## src/rtl/ngmd_pkg.sv

```systemverilog
`timescale 1ns / 1ps
// ----------------------------------------------------------------------------
// ngmd_pkg
// Shared types and constants of the NRPN gain matrix decoder.
// ----------------------------------------------------------------------------
package ngmd_pkg;

  // Mixer size limit; count registers saturate here
  localparam logic [4:0] MaxPorts = 5'd16;

  // Control-change message type (status high nibble)
  localparam logic [3:0] MsgTypeCc = 4'hB;

  // Controller numbers
  localparam logic [6:0] CtrParamLsb = 7'h62;
  localparam logic [6:0] CtrParamMsb = 7'h63;
  localparam logic [6:0] CtrDataLsb  = 7'h26;
  localparam logic [6:0] CtrDataMsb  = 7'h06;

  // Gain scaling: (data - DataMid) * GainMul / 2^GainShift, towards zero
  localparam logic signed [14:0] DataMid   = 15'sd8191;
  localparam logic signed [22:0] GainMul   = 23'sd225;
  localparam logic signed [22:0] GainBias  = 23'sd511;
  localparam int unsigned        GainShift = 9;

  // Configuration register indices
  typedef enum logic {
    CFG_OUTPUT_COUNT = 1'b0,
    CFG_INPUT_COUNT  = 1'b1
  } cfg_idx_e;

  // Registered MIDI message
  typedef struct packed {
    logic       is_cc;
    logic [3:0] chan;
    logic [6:0] ctr;
    logic [6:0] value;
  } msg_t;

  // Channel word after the update for the current message
  typedef struct packed {
    logic        gain_req;  // message was a data-MSB control change
    logic [13:0] param;
    logic [13:0] data;
  } chan_upd_t;

endpackage

```

## src/rtl/ngmd_cfg_regs.sv

```systemverilog
`timescale 1ns / 1ps
// ----------------------------------------------------------------------------
// ngmd_cfg_regs
// Destination and source count registers, saturated to the mixer size.
// ----------------------------------------------------------------------------
module ngmd_cfg_regs (
  input  logic                clk_i,
  input  logic                rst_ni,
  input  logic                cfg_we_i,
  input  ngmd_pkg::cfg_idx_e  cfg_idx_i,
  input  logic [4:0]          cfg_data_i,
  output logic [4:0]          output_count_o,
  output logic [4:0]          input_count_o
);
  import ngmd_pkg::*;

  logic [4:0] out_cnt_q, out_cnt_d;
  logic [4:0] in_cnt_q, in_cnt_d;
  logic [4:0] clamped;

  assign clamped = (cfg_data_i > MaxPorts) ? MaxPorts : cfg_data_i;

  always_comb begin
    out_cnt_d = out_cnt_q;
    in_cnt_d  = in_cnt_q;
    if (cfg_we_i) begin
      unique case (cfg_idx_i)
        CFG_OUTPUT_COUNT: out_cnt_d = clamped;
        CFG_INPUT_COUNT:  in_cnt_d  = clamped;
        default: ;
      endcase
    end
  end

  always_ff @(posedge clk_i or negedge rst_ni) begin
    if (!rst_ni) begin
      out_cnt_q <= 5'd1;
      in_cnt_q  <= 5'd1;
    end else begin
      out_cnt_q <= out_cnt_d;
      in_cnt_q  <= in_cnt_d;
    end
  end

  assign output_count_o = out_cnt_q;
  assign input_count_o  = in_cnt_q;

endmodule

```

## src/rtl/ngmd_chan_state.sv

```systemverilog
`timescale 1ns / 1ps
// ----------------------------------------------------------------------------
// ngmd_chan_state
// Per-channel parameter number and data word, updated by controller messages.
// ----------------------------------------------------------------------------
module ngmd_chan_state (
  input  logic                clk_i,
  input  logic                rst_ni,
  input  logic                upd_en_i,
  input  ngmd_pkg::msg_t      msg_i,
  output ngmd_pkg::chan_upd_t upd_o
);
  import ngmd_pkg::*;

  logic [13:0] param_q [16];
  logic [13:0] data_q  [16];
  logic [13:0] param_d;
  logic [13:0] data_d;
  logic        hit;
  logic        msb_hit;

  always_comb begin
    param_d = param_q[msg_i.chan];
    data_d  = data_q[msg_i.chan];
    hit     = 1'b1;
    msb_hit = 1'b0;
    unique case (msg_i.ctr)
      CtrParamLsb: param_d = {param_d[13:7], msg_i.value};
      CtrParamMsb: param_d = {msg_i.value, param_d[6:0]};
      CtrDataLsb:  data_d  = {data_d[13:7], msg_i.value};
      CtrDataMsb: begin
        data_d  = {msg_i.value, data_d[6:0]};
        msb_hit = 1'b1;
      end
      default: hit = 1'b0;
    endcase
  end

  always_ff @(posedge clk_i or negedge rst_ni) begin
    if (!rst_ni) begin
      for (int i = 0; i < 16; i++) begin
        param_q[i] <= '0;
        data_q[i]  <= '0;
      end
    end else if (upd_en_i && msg_i.is_cc && hit) begin
      param_q[msg_i.chan] <= param_d;
      data_q[msg_i.chan]  <= data_d;
    end
  end

  assign upd_o.gain_req = msg_i.is_cc && msb_hit;
  assign upd_o.param    = param_d;
  assign upd_o.data     = data_d;

endmodule

```

## src/rtl/nrpn_gain_matrix_decoder.sv

```systemverilog
`timescale 1ns / 1ps
// ----------------------------------------------------------------------------
// nrpn_gain_matrix_decoder
// MIDI NRPN control-change decoder producing crosspoint gain writes.
// ----------------------------------------------------------------------------
// Takes one three-byte MIDI message per transfer and accepts a new message
// every clock cycle while in_stall_o is low; a gain write passes through the
// input register and then the result register. Only control-change
// messages act. Per channel, controllers 0x62/0x63 set the low/high seven bits
// of the parameter number and 0x26/0x06 the low/high seven bits of the data
// word. A data-MSB message produces one gain write, destination = parameter
// high part, source = parameter low part, if both lie below the destination
// and source counts (counts are written through the config port and saturate
// at 16; reset value 1). The gain is (data - 8191) * 225 / 512 in hundredths
// of a dB, truncated towards zero, range -3599..3600. The channel state read,
// update and gain multiply all sit between the input and result registers,
// so back-to-back messages on the same channel see each other's updates.
// The input side stalls only while a finished gain write waits on out_stall_i.
// Counts should be written only while the block is idle.
// ----------------------------------------------------------------------------
module nrpn_gain_matrix_decoder (
  input  logic                clk_i,
  input  logic                rst_ni,
  // configuration
  input  logic                cfg_we_i,
  input  ngmd_pkg::cfg_idx_e  cfg_idx_i,
  input  logic [4:0]          cfg_data_i,
  // message input
  input  logic                in_valid_i,
  output logic                in_stall_o,
  input  logic [7:0]          status_byte_i,
  input  logic [6:0]          controller_number_i,
  input  logic [6:0]          controller_value_i,
  // gain write output
  output logic                out_valid_o,
  input  logic                out_stall_i,
  output logic [3:0]          destination_index_o,
  output logic [3:0]          source_index_o,
  output logic signed [12:0]  gain_hundredth_db_o
);
  import ngmd_pkg::*;

  // config
  logic [4:0] out_count;
  logic [4:0] in_count;

  // input register
  logic in_valid_q, in_valid_d;
  msg_t msg_q;
  logic in_load;

  // result register
  logic               out_valid_q, out_valid_d;
  logic [3:0]         dst_q;
  logic [3:0]         src_q;
  logic signed [12:0] gain_q;

  logic      out_free;
  logic      fire;
  logic      emit;
  chan_upd_t upd;
  logic [6:0] hi;
  logic [6:0] lo;

  // gain datapath
  logic signed [14:0] diff;
  logic signed [22:0] diff_ext;
  logic signed [22:0] prod;
  logic signed [22:0] prod_adj;
  logic signed [22:0] quot;

  ngmd_cfg_regs u_cfg (
    .clk_i          (clk_i),
    .rst_ni         (rst_ni),
    .cfg_we_i       (cfg_we_i),
    .cfg_idx_i      (cfg_idx_i),
    .cfg_data_i     (cfg_data_i),
    .output_count_o (out_count),
    .input_count_o  (in_count)
  );

  // Handshake: the held message moves on whenever the result register is free
  assign out_free   = !out_valid_q || !out_stall_i;
  assign in_stall_o = in_valid_q && !out_free;
  assign in_load    = !in_stall_o;
  assign fire       = in_valid_q && out_free;
  assign in_valid_d = in_load ? in_valid_i : in_valid_q;

  always_ff @(posedge clk_i or negedge rst_ni) begin
    if (!rst_ni) begin
      in_valid_q <= 1'b0;
    end else begin
      in_valid_q <= in_valid_d;
    end
  end

  always_ff @(posedge clk_i) begin
    if (in_load && in_valid_i) begin
      msg_q.is_cc <= (status_byte_i[7:4] == MsgTypeCc);
      msg_q.chan  <= status_byte_i[3:0];
      msg_q.ctr   <= controller_number_i;
      msg_q.value <= controller_value_i;
    end
  end

  // Channel state: read, modify and write back as the message leaves
  ngmd_chan_state u_state (
    .clk_i    (clk_i),
    .rst_ni   (rst_ni),
    .upd_en_i (fire),
    .msg_i    (msg_q),
    .upd_o    (upd)
  );

  // Crosspoint range check; indices of 16 and above never pass
  assign hi   = upd.param[13:7];
  assign lo   = upd.param[6:0];
  assign emit = fire && upd.gain_req
             && ({2'b00, hi[6:4] == 3'd0 ? hi[4:0] : 5'd31} < {2'b00, out_count})
             && (hi[6:4] == 3'd0)
             && (lo[6:4] == 3'd0)
             && (lo[4:0] < in_count);

  // Gain: (data - 8191) * 225, then divide by 512 truncating towards zero
  assign diff     = $signed({1'b0, upd.data}) - DataMid;
  assign diff_ext = 23'(diff);
  assign prod     = diff_ext * GainMul;
  assign prod_adj = prod + (prod[22] ? GainBias : 23'sd0);
  assign quot     = prod_adj >>> GainShift;

  assign out_valid_d = out_free ? emit : out_valid_q;

  always_ff @(posedge clk_i or negedge rst_ni) begin
    if (!rst_ni) begin
      out_valid_q <= 1'b0;
    end else begin
      out_valid_q <= out_valid_d;
    end
  end

  always_ff @(posedge clk_i) begin
    if (emit) begin
      dst_q  <= hi[3:0];
      src_q  <= lo[3:0];
      gain_q <= quot[12:0];
    end
  end

  assign out_valid_o         = out_valid_q;
  assign destination_index_o = dst_q;
  assign source_index_o      = src_q;
  assign gain_hundredth_db_o = gain_q;

endmodule

```

## config.mk

```make
export PLATFORM = sky130hd
export DESIGN_NAME = nrpn_gain_matrix_decoder
export DESIGN_NICKNAME = d
export VERILOG_FILES = /design/src/rtl/ngmd_pkg.sv /design/src/rtl/ngmd_cfg_regs.sv /design/src/rtl/ngmd_chan_state.sv /design/src/rtl/nrpn_gain_matrix_decoder.sv
export SDC_FILE = /design/constraint.sdc
export NUM_CORES = 1
export LEC_CHECK = 0
export BUFFER_PORTS_ARGS = -buffer_cell sky130_fd_sc_hd__buf_2
export CAP_MARGIN = 40
export CORE_ASPECT_RATIO = 1.25
export CORE_MARGIN = 2
export CORE_UTILIZATION = 25
export DETAILED_ROUTE_END_ITERATION = 10
export PLACE_DENSITY = 0.48
export SETUP_SLACK_MARGIN = 0.3
export SYNTH_ARGS = -nofsm -noshare
export SYNTH_HDL_FRONTEND = slang
export SYNTH_HIERARCHICAL = 1
export SYNTH_SLANG_ARGS = --single-unit
```

## constraint.sdc

```tcl
create_clock -name clk_i -period 8.31 [get_ports clk_i]
set_input_delay 0.4155 -clock clk_i [delete_from_list [all_inputs] [get_ports clk_i]]
set_output_delay 0.4155 -clock clk_i [all_outputs]
set_load 0.01 [all_outputs]
```

==> summary.txt <==
Outcome
  • Status: finished clean

Synthesis
  • Simple-gate share of the synthesized area: 11.6%
  • Area of the mapped netlist: 0.0249 mm²
  • Post-Synthesis Cells: 2322
  • Proportion of synthesized area in mux cells: a little under an eighth
  • Yosys Warn Count: 6
  • Mean Syn Cell Area: roughly 11 µm²
  • Share of synthesized registers carrying an async set or reset: between 90% and 100%
  • Number of nets produced by synthesis: around 2400
  • Share of the yosys chip area belonging to registers: between 50% and 60%
  • Adder and majority cell fraction of the synthesized area: 4.57%
  • Count of flip-flops with a built-in enable after synthesis: 40
  • Compound-Gate Fraction of Synth Area: 14.5%
  • Synthesis-stage register bit count: 500
  • Number of different library cells in the post-synthesis netlist: a little under 80
  • Dominant combinational cell family by area after synthesis: compound AO/OA/AOI/OAI gates
  • Fraction of synthesized cell area in xor and xnor cells: 2.57%
  • Most common flop cell mapped by yosys: sky130_fd_sc_hd__dfrtp_1

Clock network
  • Clock insertion delay at the later pin of the skew report: roughly 0.62 ns
  • TritonCTS clock tree: built
  • Cell chosen for the clock root: sky130_fd_sc_hd__clkbuf_16
  • Number of levels in the clock H-tree: 2
  • Total CTS buffers: 56
  • Clock buffer depth: 3
  • Clock-pin slew reported for the worst setup and hold paths after clock tree synthesis: roughly 0.06 ns
  • Clock Sink Count: 500

STA
  • Max-Slew Margin vs Limit: between 20% and 30%
  • Clock skew after layout: ~0.025 ns
  • Hold Violations, Final: 0
  • Endpoints failing setup: 0
  • Post-route minimum period: around 7.5 ns
  • RSZ-0062 raised after global routing: false
  • Tcrit/Tclk final: around nine tenths
  • Final Slew Violations: 0
  • Max Clock Freq: 133 MHz
  • Setup TNS after final layout: 0 ns
  • Worst-Margin Slew: ~1.2 ns

Setup path
  • Element type at the critical path start: flop
  • Critical setup path kind: reg2reg
  • Nature of the critical path endpoint: flop
  • CP peak stage delay: 0.55 ns
  • Data arrival time at the worst-slack endpoint: between 7 and 8 ns
  • Max FO, Critical Path: 17
  • Bufs and invs on worst path: 4
  • Critical Path Slowest Stage Cell: sky130_fd_sc_hd__mux4_2
  • Logic depth of the worst register-to-register path: 32
  • Kind of cell adding the most delay to the critical path: adder cells
  • Number of gates on the worst path with buffers counted: 32
  • Most used cell along the critical path: sky130_fd_sc_hd__ha_1
  • WP data required: around 8.7 ns

Power
  • Internal power contribution: about 4200 µW
  • Part of the power in the clock network: around 43%
  • Power density of the placed cells: slightly below 200 mW/mm²
  • Fraction of power consumed by combinational cells: 11.4%
  • Switching power: approximately 1400 µW
  • Standby leakage power: 0.0129 µW
  • Sw Ratio: about a quarter
  • Worst VDD drop: approximately 170 µV
  • Proportion of power drawn by flip-flops and latches: roughly 46%

Detailed routing
  • Detailed Route Iter0 Violations: around 1000
  • Drt drc: 0
  • Antenna-violating nets left: 0
  • Wire length after detailed routing: between 70000 and 80000 µm
  • Detail-routed net length per standard cell: between 15 and 20 µm
  • Post-DR vias/cell: around 4.6
  • Vias: 17300
  • Number of detailed-routing iterations run before antenna repair: 5

Hold path
  • Cell count of the worst hold path: 1
  • Type of the tightest min-delay check: in2reg

Placement
  • RD Place Congestion: roughly 0.76
  • Placed cell count: between 3000 and 4000
  • HPWL after DPL: 47200 µm
  • Quantity of I/O buffers inserted on ports: between 50 and 60

Finish
  • Commonest non-fill, non-tap cell in the layout: sky130_fd_sc_hd__dfrtp_1
  • Final Core Density: ~29%
  • Top library cells by usage in the layout, fill and taps aside: 458 x sky130_fd_sc_hd__dfrtp_1, 392 x sky130_fd_sc_hd__nand2_1, 311 x sky130_fd_sc_hd__o21ai_0
  • Number of antenna cells inserted: 0
  • Area Overhead vs Synth: 16.8%
  • Net count of the finished layout: roughly 2500
  • Final Instance Count excl. Fillers: about 3700
  • Share of post-route cells with drive strength above 1: 18.0%

Flow run
  • Max cap viols: 0

Global route
  • Antenna violations before repair: 4
  • First-pass GRT wire length: ~110000 µm
  • Largest net degree at the start of global routing: around 180
  • Vias in the first global route: around 18000
  • Remaining global-route overflow: 0
  • GR Util All Layers: 14.0%

Die
  • Standard-cell row count: 129
  • Effective utilization at floorplan: around 25%
  • Core Box Area: a little under 0.1 mm²
  • Die Width: around 290 µm
  • Chip Height: 357 µm
  • Count of boundary I/O pins: 56
  • Die outline area: 0.102 mm²
[kinds of logic after synthesis]
logic type / Yosys count
multiplexers: 175
XOR/XNOR: 73
buffers and inverters: 223
adder cells (fa/ha/maj): 85
AO/OA/AOI/OAI: 619
AND/OR/NAND/NOR: 647
flip-flops: 500
[through the flow]
step | worst slack, ns | total power, µW | cell area, µm² | hold slack (ns)
4_1_cts | 0.306 | 5660 | 28900 | 0.0103
3_3_place_gp | 0.350 | 3200 | 26800 | 0.454
5_1_grt | 0.317 | 5820 | 29100 | 0.0227
3_5_place_dp | 0.356 | 3210 | 27000 | 0.456
6_report | 0.786 | 5590 | 29100 | 0.0445
2_1_floorplan | 0.920 | 2980 | 24900 | 0.120
[sequential cells by signal, indices dropped and copies added (netlist names)]
signal                cells
destination_index_o       4
u_cfg/input_count_o       5
out_valid_o               1
gain_hundredth_db_o      13
source_index_o            4
u_state/data_q          224
u_cfg/output_count_o      5
in_valid_q                1
msg_q                    19
u_state/param_q         224
[routing by layer]
layer | vias up | wire length (µm) | global-route usage, %
li1 | 8356 | - | -
met1 | 8525 | 31800 | 18.4
met2 | 296 | 34500 | 23.7
met3 | 105 | 2790 | 1.99
met4 | 2 | 2260 | 4.68
met5 | - | 7 | 0
[final cells by class]
class                   count  area (µm²)
clock buffers              88        1700
well taps                1310        1640
multi-input cells        1599       11300
clock inverters            13        85.1
inverters                  64         240
fillers                 10300       69800
repair buffers            175        1410
flip-flops and latches    500       12700
[worst paths after layout]
| path | start | end | slack [ns] |
|---|---|---|---|
| worst max-delay path | msg_q[14] | gain_hundredth_db_o[7] | 0.79 |
| worst min-delay path | status_byte_i[1] | msg_q[15] | 0.04 |
| worst max register to register | msg_q[14] | gain_hundredth_db_o[7] | 0.79 |
| worst min register to register | u_state/data_q[113] | u_state/data_q[113] | 0.47 |
| max in group asynchronous | rst_ni | u_state/param_q[203] | 6.07 |
| min in group asynchronous | rst_ni | u_state/data_q[40] | 0.39 |
[cell usage after synthesis (12+ instances only)]
master / instances / area [µm²]
sky130_fd_sc_hd__edfxtp_1: 40 / 1200
sky130_fd_sc_hd__a22o_1: 12 / 105
sky130_fd_sc_hd__nand3_1: 31 / 155
sky130_fd_sc_hd__dfrtp_1: 458 / 11500
sky130_fd_sc_hd__xor2_1: 30 / 263
sky130_fd_sc_hd__clkbuf_1: 90 / 338
sky130_fd_sc_hd__a21oi_1: 93 / 465
sky130_fd_sc_hd__buf_2: 49 / 245
sky130_fd_sc_hd__nor3_1: 17 / 85.1
sky130_fd_sc_hd__nand4_1: 15 / 93.8
sky130_fd_sc_hd__mux2_2: 16 / 180
sky130_fd_sc_hd__mux2i_1: 63 / 631
sky130_fd_sc_hd__nor2_1: 100 / 375
sky130_fd_sc_hd__a22oi_1: 22 / 165
sky130_fd_sc_hd__xnor2_1: 43 / 377
sky130_fd_sc_hd__nand2_1: 392 / 1470
sky130_fd_sc_hd__mux4_2: 83 / 1870
sky130_fd_sc_hd__o21ai_0: 312 / 1560
sky130_fd_sc_hd__o21ai_1: 58 / 290
sky130_fd_sc_hd__o21ai_2: 16 / 140
sky130_fd_sc_hd__inv_1: 64 / 240
sky130_fd_sc_hd__a21o_1: 21 / 158
sky130_fd_sc_hd__ha_1: 75 / 938
[power by group through the flow]
stage | Clock, µW | Sequential (µW) | Combinational [µW]
after floorplan | 0 | 2570 | 411
after global placement | 0 | 2590 | 610
after detailed placement | 0 | 2590 | 619
after CTS | 2490 | 2540 | 627
after global routing | 2570 | 2550 | 709
final | 2410 | 2540 | 640
[timing repair]
item                                    in CTS  in global routing
endpoints found under the setup margin       0                 13
hold buffers                                17                  0
gates resized for setup                      0                 21
endpoints found under the hold margin       89                  0
buffers inserted                             0                  9
No activity file was read; power rests on OpenSTA's default activity.
